===== config.mk =====
export PLATFORM = sky130hd
export DESIGN_NAME = keypad_scan_autorepeat_unit
export DESIGN_NICKNAME = d
export VERILOG_FILES = /design/src/hdl/kpsa_pkg.sv /design/src/hdl/keypad_scan_autorepeat_unit.sv /design/src/hdl/kpsa_front.sv /design/src/hdl/kpsa_fifo.sv /design/src/hdl/kpsa_back.sv
export SDC_FILE = /design/constraint.sdc
export NUM_CORES = 1
export LEC_CHECK = 0
export BUFFER_PORTS_ARGS = -buffer_cell sky130_fd_sc_hd__buf_2
export CORE_UTILIZATION = 25
export DETAILED_ROUTE_END_ITERATION = 8
export PLACE_DENSITY = 0.4
export SLEW_MARGIN = 20
export SYNTH_ARGS = -nofsm -noshare
export SYNTH_HDL_FRONTEND = slang
export SYNTH_SLANG_ARGS = --single-unit

===== constraint.sdc =====
create_clock -name i_clk -period 7.3 [get_ports i_clk]
set_input_delay 0.365 -clock i_clk [delete_from_list [all_inputs] [get_ports i_clk]]
set_output_delay 0.365 -clock i_clk [all_outputs]
set_load 0.005 [all_outputs]

===== src/hdl/kpsa_pkg.sv =====
`default_nettype none

package kpsa_pkg;

    localparam int NUM_KEYS      = 13;
    localparam int NUM_DIRS      = 8;
    localparam int NUM_ROW2_KEYS = 4;
    localparam int ROW_W         = 4;
    localparam int KEY_W         = 4;
    localparam int CNT_W         = 11;
    localparam int APB_ADDR_W    = 4;
    localparam int APB_DATA_W    = 32;
    localparam int QUEUE_DEPTH   = 2;

    typedef logic [CNT_W-1:0]    t_count;
    typedef logic [NUM_KEYS-1:0] t_key_mask;
    typedef logic [KEY_W-1:0]    t_key;
    typedef logic [ROW_W-1:0]    t_row;

    localparam t_count CNT_MAX        = {CNT_W{1'b1}};
    localparam t_count FIRST_CNT_RST  = 11'd10;
    localparam t_count REPEAT_CNT_RST = 11'd250;
    localparam t_count WRAP_CNT_RST   = 11'd351;

    // Register indexes, taken from paddr[3:2].
    localparam logic [1:0] REG_FIRST  = 2'd0;
    localparam logic [1:0] REG_REPEAT = 2'd1;
    localparam logic [1:0] REG_WRAP   = 2'd2;

    // Joystick row codes in key order: up, down, left, right,
    // up-left, up-right, down-left, down-right.
    localparam t_row DIR_CODES [NUM_DIRS] = '{
        4'h6, 4'h9, 4'hC, 4'h3, 4'hE, 4'h7, 4'hD, 4'hB
    };

    typedef struct packed {
        t_count first_cnt;
        t_count repeat_cnt;
        t_count wrap_cnt;
    } t_cfg;

endpackage

`default_nettype wire


===== src/hdl/keypad_scan_autorepeat_unit.sv =====
`default_nettype none

// Keypad scanner with per-key hold counting and auto-repeat. Each transfer
// on the input channel is one scan tick; it is decoded into thirteen key
// states, all hold counters update together, and the keys that fire are
// queued as one mask. The output side then sends one transfer per fired
// key, lowest key code first, with o_last_event set on the final one of
// the tick. A tick is taken in the cycle it arrives while the two-entry
// event queue has room, and the output stage delivers one event a cycle
// while the receiver is ready; a tick fires at most six events. The
// thresholds are set over the APB port: first_count at 0x0,
// repeat_count at 0x4, wrap_count at 0x8; write them only while the
// block is idle.
module keypad_scan_autorepeat_unit
    import kpsa_pkg::*;
#(
    parameter int P_QUEUE_DEPTH = QUEUE_DEPTH
) (
    input  wire logic                  i_clk,
    input  wire logic                  i_rst_n,
    input  wire logic                  i_valid,
    output logic                       o_ready,
    input  wire logic [ROW_W-1:0]      i_row1_code,
    input  wire logic [ROW_W-1:0]      i_row2_code,
    input  wire logic [ROW_W-1:0]      i_row3_code,
    output logic                       o_valid,
    input  wire logic                  i_ready,
    output logic [KEY_W-1:0]           o_key_code,
    output logic                       o_last_event,
    input  wire logic                  psel,
    input  wire logic                  penable,
    input  wire logic                  pwrite,
    input  wire logic [APB_ADDR_W-1:0] paddr,
    input  wire logic [APB_DATA_W-1:0] pwdata,
    output logic [APB_DATA_W-1:0]      prdata,
    output logic                       pready
);

    t_cfg      r_cfg;
    logic      cfg_write;
    logic      q_push;
    t_key_mask q_push_mask;
    logic      q_full;
    logic      q_pop;
    logic      q_valid;
    t_key_mask q_mask;

    assign pready    = 1'b1;
    assign cfg_write = psel && penable && pwrite && pready;

    always_ff @(posedge i_clk) begin
        if (!i_rst_n) begin
            r_cfg.first_cnt  <= FIRST_CNT_RST;
            r_cfg.repeat_cnt <= REPEAT_CNT_RST;
            r_cfg.wrap_cnt   <= WRAP_CNT_RST;
        end else if (cfg_write) begin
            unique case (paddr[3:2])
                REG_FIRST:  r_cfg.first_cnt  <= pwdata[CNT_W-1:0];
                REG_REPEAT: r_cfg.repeat_cnt <= pwdata[CNT_W-1:0];
                REG_WRAP:   r_cfg.wrap_cnt   <= pwdata[CNT_W-1:0];
                default: ;
            endcase
        end
    end

    always_comb begin
        unique case (paddr[3:2])
            REG_FIRST:  prdata = APB_DATA_W'(r_cfg.first_cnt);
            REG_REPEAT: prdata = APB_DATA_W'(r_cfg.repeat_cnt);
            REG_WRAP:   prdata = APB_DATA_W'(r_cfg.wrap_cnt);
            default:    prdata = '0;
        endcase
    end

    kpsa_front u_front (
        .i_clk       (i_clk),
        .i_rst_n     (i_rst_n),
        .i_valid     (i_valid),
        .o_ready     (o_ready),
        .i_row1_code (i_row1_code),
        .i_row2_code (i_row2_code),
        .i_row3_code (i_row3_code),
        .i_cfg       (r_cfg),
        .i_q_full    (q_full),
        .o_push      (q_push),
        .o_push_mask (q_push_mask)
    );

    kpsa_fifo #(
        .DEPTH (P_QUEUE_DEPTH)
    ) u_fifo (
        .i_clk   (i_clk),
        .i_rst_n (i_rst_n),
        .i_push  (q_push),
        .i_data  (q_push_mask),
        .o_full  (q_full),
        .i_pop   (q_pop),
        .o_valid (q_valid),
        .o_data  (q_mask)
    );

    kpsa_back u_back (
        .i_clk        (i_clk),
        .i_rst_n      (i_rst_n),
        .i_q_valid    (q_valid),
        .i_q_mask     (q_mask),
        .o_pop        (q_pop),
        .o_valid      (o_valid),
        .i_ready      (i_ready),
        .o_key_code   (o_key_code),
        .o_last_event (o_last_event)
    );

endmodule

`default_nettype wire


===== src/hdl/kpsa_front.sv =====
`default_nettype none

module kpsa_front
    import kpsa_pkg::*;
(
    input  wire logic      i_clk,
    input  wire logic      i_rst_n,
    input  wire logic      i_valid,
    output logic           o_ready,
    input  wire t_row      i_row1_code,
    input  wire t_row      i_row2_code,
    input  wire t_row      i_row3_code,
    input  wire t_cfg      i_cfg,
    input  wire logic      i_q_full,
    output logic           o_push,
    output t_key_mask      o_push_mask
);

    t_count    r_cnt [NUM_KEYS];
    t_count    n_cnt [NUM_KEYS];
    t_key_mask held;
    t_key_mask events;
    logic      accept;

    always_comb begin
        for (int k = 0; k < NUM_DIRS; k++) begin
            held[k] = (i_row1_code == DIR_CODES[k]);
        end
        for (int k = 0; k < NUM_ROW2_KEYS; k++) begin
            held[NUM_DIRS + k] = !i_row2_code[k];
        end
        held[NUM_KEYS-1] = !i_row3_code[0];
    end

    // Every key updates in parallel: zero when released, else increment with
    // saturation, reload on the wrap value, compare against both thresholds.
    always_comb begin
        for (int k = 0; k < NUM_KEYS; k++) begin
            if (!held[k]) begin
                n_cnt[k] = '0;
            end else if (r_cnt[k] == CNT_MAX) begin
                n_cnt[k] = r_cnt[k];
            end else begin
                n_cnt[k] = r_cnt[k] + t_count'(1);
            end
            if (held[k] && (n_cnt[k] == i_cfg.wrap_cnt)) begin
                n_cnt[k] = i_cfg.repeat_cnt;
            end
            events[k] = held[k] && ((n_cnt[k] == i_cfg.first_cnt) ||
                                    (n_cnt[k] == i_cfg.repeat_cnt));
        end
    end

    assign accept      = i_valid && !i_q_full;
    assign o_ready     = !i_q_full;
    assign o_push      = accept && (events != '0);
    assign o_push_mask = events;

    always_ff @(posedge i_clk) begin
        if (!i_rst_n) begin
            for (int k = 0; k < NUM_KEYS; k++) begin
                r_cnt[k] <= '0;
            end
        end else if (accept) begin
            for (int k = 0; k < NUM_KEYS; k++) begin
                r_cnt[k] <= n_cnt[k];
            end
        end
    end

    // The joystick decode can never report two directions at once.
    a_one_dir: assert property (@(posedge i_clk) disable iff (!i_rst_n)
        o_push |-> $onehot0(o_push_mask[NUM_DIRS-1:0]))
        else $error("more than one joystick direction fired in one tick");

endmodule

`default_nettype wire


===== src/hdl/kpsa_fifo.sv =====
`default_nettype none

module kpsa_fifo
    import kpsa_pkg::*;
#(
    parameter int DEPTH = QUEUE_DEPTH
) (
    input  wire logic      i_clk,
    input  wire logic      i_rst_n,
    input  wire logic      i_push,
    input  wire t_key_mask i_data,
    output logic           o_full,
    input  wire logic      i_pop,
    output logic           o_valid,
    output t_key_mask      o_data
);

    localparam int PTR_W = (DEPTH > 1) ? $clog2(DEPTH) : 1;
    localparam int CNT_W_Q = $clog2(DEPTH + 1);

    t_key_mask           r_mem [DEPTH];
    logic [PTR_W-1:0]    r_wr_ptr;
    logic [PTR_W-1:0]    r_rd_ptr;
    logic [CNT_W_Q-1:0]  r_count;

    function automatic logic [PTR_W-1:0] ptr_inc(input logic [PTR_W-1:0] p);
        ptr_inc = (p == PTR_W'(DEPTH - 1)) ? '0 : p + PTR_W'(1);
    endfunction

    assign o_full  = (r_count == CNT_W_Q'(DEPTH));
    assign o_valid = (r_count != '0);
    assign o_data  = r_mem[r_rd_ptr];

    always_ff @(posedge i_clk) begin
        if (!i_rst_n) begin
            r_wr_ptr <= '0;
            r_rd_ptr <= '0;
            r_count  <= '0;
        end else begin
            if (i_push) begin
                r_wr_ptr <= ptr_inc(r_wr_ptr);
            end
            if (i_pop) begin
                r_rd_ptr <= ptr_inc(r_rd_ptr);
            end
            if (i_push && !i_pop) begin
                r_count <= r_count + CNT_W_Q'(1);
            end else if (i_pop && !i_push) begin
                r_count <= r_count - CNT_W_Q'(1);
            end
        end
    end

    always_ff @(posedge i_clk) begin
        if (i_push) begin
            r_mem[r_wr_ptr] <= i_data;
        end
    end

    a_no_overflow: assert property (@(posedge i_clk) disable iff (!i_rst_n)
        i_push |-> !o_full)
        else $error("event queue written while full");

    a_no_underflow: assert property (@(posedge i_clk) disable iff (!i_rst_n)
        i_pop |-> o_valid)
        else $error("event queue read while empty");

endmodule

`default_nettype wire


===== src/hdl/kpsa_back.sv =====
`default_nettype none

module kpsa_back
    import kpsa_pkg::*;
(
    input  wire logic      i_clk,
    input  wire logic      i_rst_n,
    input  wire logic      i_q_valid,
    input  wire t_key_mask i_q_mask,
    output logic           o_pop,
    output logic           o_valid,
    input  wire logic      i_ready,
    output t_key           o_key_code,
    output logic           o_last_event
);

    t_key_mask r_mask;
    t_key_mask n_mask;
    logic      r_out_valid;
    logic      n_out_valid;
    t_key      r_key;
    logic      r_last;
    t_key_mask low_bit;
    t_key_mask rest;
    t_key      low_idx;
    logic      out_free;
    logic      take;

    // Lowest pending key first, so events leave in key order.
    always_comb begin
        low_bit = r_mask & (~r_mask + t_key_mask'(1));
        rest    = r_mask & ~low_bit;
        low_idx = '0;
        for (int k = 0; k < NUM_KEYS; k++) begin
            if (low_bit[k]) begin
                low_idx = low_idx | t_key'(k);
            end
        end
    end

    always_comb begin
        out_free = !r_out_valid || i_ready;
        take     = out_free && (r_mask != '0);
        n_mask   = take ? rest : r_mask;
        o_pop    = (n_mask == '0) && i_q_valid;
        if (o_pop) begin
            n_mask = i_q_mask;
        end
        if (take) begin
            n_out_valid = 1'b1;
        end else if (out_free) begin
            n_out_valid = 1'b0;
        end else begin
            n_out_valid = r_out_valid;
        end
    end

    always_ff @(posedge i_clk) begin
        if (!i_rst_n) begin
            r_mask      <= '0;
            r_out_valid <= 1'b0;
        end else begin
            r_mask      <= n_mask;
            r_out_valid <= n_out_valid;
        end
    end

    always_ff @(posedge i_clk) begin
        if (take) begin
            r_key  <= low_idx;
            r_last <= (rest == '0);
        end
    end

    assign o_valid      = r_out_valid;
    assign o_key_code   = r_key;
    assign o_last_event = r_last;

    // Only ticks that raised at least one event are queued.
    a_pop_nonempty: assert property (@(posedge i_clk) disable iff (!i_rst_n)
        o_pop |-> (i_q_mask != '0))
        else $error("empty event mask taken from the queue");

    // An event that is not the last of its tick leaves more of it pending.
    a_more_pending: assert property (@(posedge i_clk) disable iff (!i_rst_n)
        (r_out_valid && !r_last) |-> (r_mask != '0))
        else $error("tick ended without a marked last event");

endmodule

`default_nettype wire


==> summary.md <==
| Metric | Value |
|---|---|
| Horiz. Die Dim | 312 um |
| Hold Path End | r_cfg[29] |
| TritonCTS Buffers | 35 |
| GRT Total Usage | 0.231 |
| R2R depth | 16 |
| Power share of the combinational group | 0.271 |
| Initial Utilization | 0.253 |
| Die Span Y | 312 um |
| Dpl cells | 4,196 |
| Number of flops mapped to enable cells by yosys | 174 |
| Row cnt | 113 |
| Gr ovfl total | 0 |
| Status | finished clean |
| P&R area growth vs syn | 10.7% |
| P_int | 3.17 mW |
| Mean Syn Cell Area | 7.83 sq um |
| TritonRoute pass-1 iters | 6 |
| Layout Skew | 32.7 ps |
| Cells after Synth | 3,075 |
| Final Cycle Share | 0.802 |
| Area after DPL | 25,500 sq um |
| Rel. slew slack | 0.231 |
| PwrDens | 191 nW/um^2 |
| Final hold violations | 0 |
| Clk sink count | 226 |
| Synth area leader | edfxtp_1 |
| Yosys top cell area share | 0.217 |
| Most used flip-flop cell after synthesis | edfxtp_1 |
| Mux share of post-synthesis cell area | 0.0598 |
| GPL Wtd Cong | 0.927 |
| Antenna viol nets, final | 0 |
| Number of max-cap violations | 0 |
| Clock share of power | 0.352 |
| Reg2reg setup slack | 1450 ps |
| Synthesized-area fraction occupied by and/or/nand/nor cells | 0.270 |
| Top cells by area, synth | edfxtp_1 22%, xnor2_1 9.7%, mux2i_1 4.6%, nor2_1 4.6%, dfxtp_1 4.3% |
| Design area | 26,600 sq um |
| CTS tree | done |
| Least-Margin Pin Slew | 1150 ps |
| Global-route wire length before repair | 168,000 um |
| DRT iter0 DRCs | 2,642 |
| Crit path DAT | 6360 ps |
| Crit path time final | 5850 ps |
| Initial antenna violation count | 5 |
| FMAX | 171 MHz |
| Switching pwr | 1.91 mW |
| Critical Path RT | 7810 ps |
| Total leakage power | 8.36 nW |
| Max IR drop VDD | 126 uV |
| Most common cell in the netlist | nor2_1 |
| Average wire per standard cell | 27.4 um |
| Worst skew pair latency | 590 ps |
| XOR/XNOR Fraction of Synth Area | 0.110 |
| Largest family of logic cells by synthesized area | simple AND/OR/NAND/NOR gates |
| Startpoint types | register |
| Core ar. | 95,200 sq um |
| Reg clk slew, reported paths | 60 ps |
| Utilization after layout | 0.280 |
| CTS Hold Bufs | 0 |
| Synth top cells by count | 292 x nor2_1, 266 x xnor2_1, 248 x nand2_1 |
| Depth of the worst hold-timing path | 3 |
| RSZ-0062 raised after global routing | false |
| CP Class | register to register |
| Synthesized flop and latch total | 226 |
| Top Ports | 95 |
| Crit Path Max Fanout | 18 |
| Die Area | 97,500 sq um |
| Worst hold path class | input pin to register |
| Fin nets | 3,037 |
| Largest net degree at the start of global routing | 62 |
| DP Wirelength | 78,600 um |
| Register area share after synthesis | 0.260 |
| Fraction of the mapped netlist area in compound gates | 0.226 |
| # resized after CTS | 0 |
| DRC viols | 0 |
| Switching Fraction | 0.376 |
| Post-CTS Setup Inserts | 0 |
| Final setup vio count | 0 |
| Ant diodes | 0 |
| Hold wc startpoint | pwdata[7] |
| Setup_tns | 0 ps |
| # port buffers | 46 |
| Post-synth ARST share | 0 |
| Layout cells sized above 1 | 0.103 |
| Library cells used by synthesis | 104 |
| # H-tree levels | 2 |
| RR Startpoint | u_front.r_cnt[0][66] |
| Slew Limit Fails | 0 |
| Vias | 24,800 |
| CP Capture Type | register |
| Vias in the first global route | 22,800 |
| CTS Buffer Depth | 3 |
| Final cell count without fillers | 4,259 |
| R2r endpoint | u_fifo.r_count[1] |
| YS warnings | 0 |
| Routed wire length | 117,000 um |
| Flop pwr share | 0.377 |
| DR vias/cell | 5.82 |
| Clk root buf | clkbuf_16 |
| Post-synthesis adder-cell area fraction | 0.00894 |
| Syn Std Cell Area | 24,100 sq um |
## cell type report
type | instances | area (sq um)
clock inverters | 16 | 159
inverters | 67 | 251
flip-flops and latches | 226 | 6290
repair buffers | 136 | 906
well taps | 1265 | 1580
clock buffers | 47 | 1010
fillers | 10300 | 68500
multi-input cells | 2502 | 16400
## layer usage
metal	track usage	share of wire	vias up
met3	0.0327	0.073	221
met5	0	0	-
li1	-	-	11300
met1	0.323	0.45	12200
met2	0.358	0.44	1138
met4	0.0872	0.038	0
## worst max path at each step
stage	startpoint	end	slack [ps]	depth (start not counted)
after CTS	u_front.r_cnt[0][66]	u_fifo.r_count[1]	1530	16
after global placement	u_front.r_cnt[0][44]	u_fifo.r_count[1]	1620	16
final	u_front.r_cnt[0][66]	u_fifo.r_count[1]	1450	16
after floorplan	i_rst_n	u_front.r_cnt[0][0]	2580	4
after global routing	u_front.r_cnt[0][66]	u_fifo.r_count[1]	1080	16
after detailed placement	u_front.r_cnt[0][66]	u_fifo.r_count[1]	1550	16
## registers in the layout (all words and copies together) (netlist names), named ones only
signal	cells
u_back.o_last_event	1
u_back.o_key_code	4
u_back.o_valid	1
u_front.r_cnt	143
u_fifo.r_wr_ptr	1
u_fifo.r_rd_ptr	1
u_back.r_mask	13
r_cfg	33
u_fifo.r_count	2
u_fifo.r_mem	26
## cell usage in the layout (no fill, tap or decap), types with 15 or more instances in the layout
master / count
and2_1: 46
a2111oi_0: 20
inv_1: 57
a31o_2: 15
a211o_1: 16
nor2b_1: 46
xnor2_1: 266
dfxtp_1: 34
a31oi_1: 45
a22oi_1: 18
o2111ai_1: 17
o31ai_1: 20
nand3_1: 121
buf_2: 46
dfxtp_2: 18
a41oi_1: 17
nand2b_1: 24
or3_1: 29
nor3_1: 102
edfxtp_1: 174
and3_1: 50
nand4_1: 86
conb_1: 22
nor4_1: 57
nor2_1: 292
mux2i_1: 110
a21oi_1: 170
buf_4: 90
o21ai_0: 141
and4_1: 39
mux2_2: 30
xor2_1: 37
o22ai_1: 18
clkbuf_16: 38
a211oi_1: 37
a21boi_0: 36
o211ai_1: 54
nand2_1: 246
## power by group through the flow
| stage | Sequential (mW) | Clock, mW | Combinational [mW] |
|---|---|---|---|
| 2_1_floorplan | 1.76 | 0 | 1.10 |
| 3_3_place_gp | 1.94 | 0 | 1.38 |
| 3_5_place_dp | 1.93 | 0 | 1.36 |
| 4_1_cts | 1.90 | 1.84 | 1.37 |
| 5_1_grt | 1.95 | 1.87 | 1.51 |
| 6_report | 1.91 | 1.79 | 1.38 |
## worst max-delay path, cell delays in order (launching register included)
cell	delay (ps)
edfxtp_1	540
ha_1	330
and3_1	340
a211oi_1	350
mux2i_1	480
xnor2_1	170
nand4_1	150
or3b_1	700
a311oi_1	670
o2111ai_1	310
nor4_1	240
nand4bb_1	260
o21ai_1	330
inv_1	90
ha_1	320
or3_1	350
a21boi_0	160
## logic make-up (layout without fill, tap and decap cells)
family,Yosys count,count (layout)
DFF,226,226
xor gates and xnor gates,303,303
adders and majority gates,18,18
other,2,22
buffers and inverters,367,266
and+or+nand+nor,1238,1238
AOI/OAI and AO/OA,781,781
muxes,140,140
## metrics by stage
step	worst slack (ps)	hold WS [ps]	total power, mW
3_5_place_dp	1550	505	3.29
5_1_grt	1080	102	5.34
2_1_floorplan	2580	474	2.86
6_report	1450	83.6	5.08
4_1_cts	1530	66.2	5.12
3_3_place_gp	1620	503	3.32
Note: power is estimated with default switching activity, not from simulation.
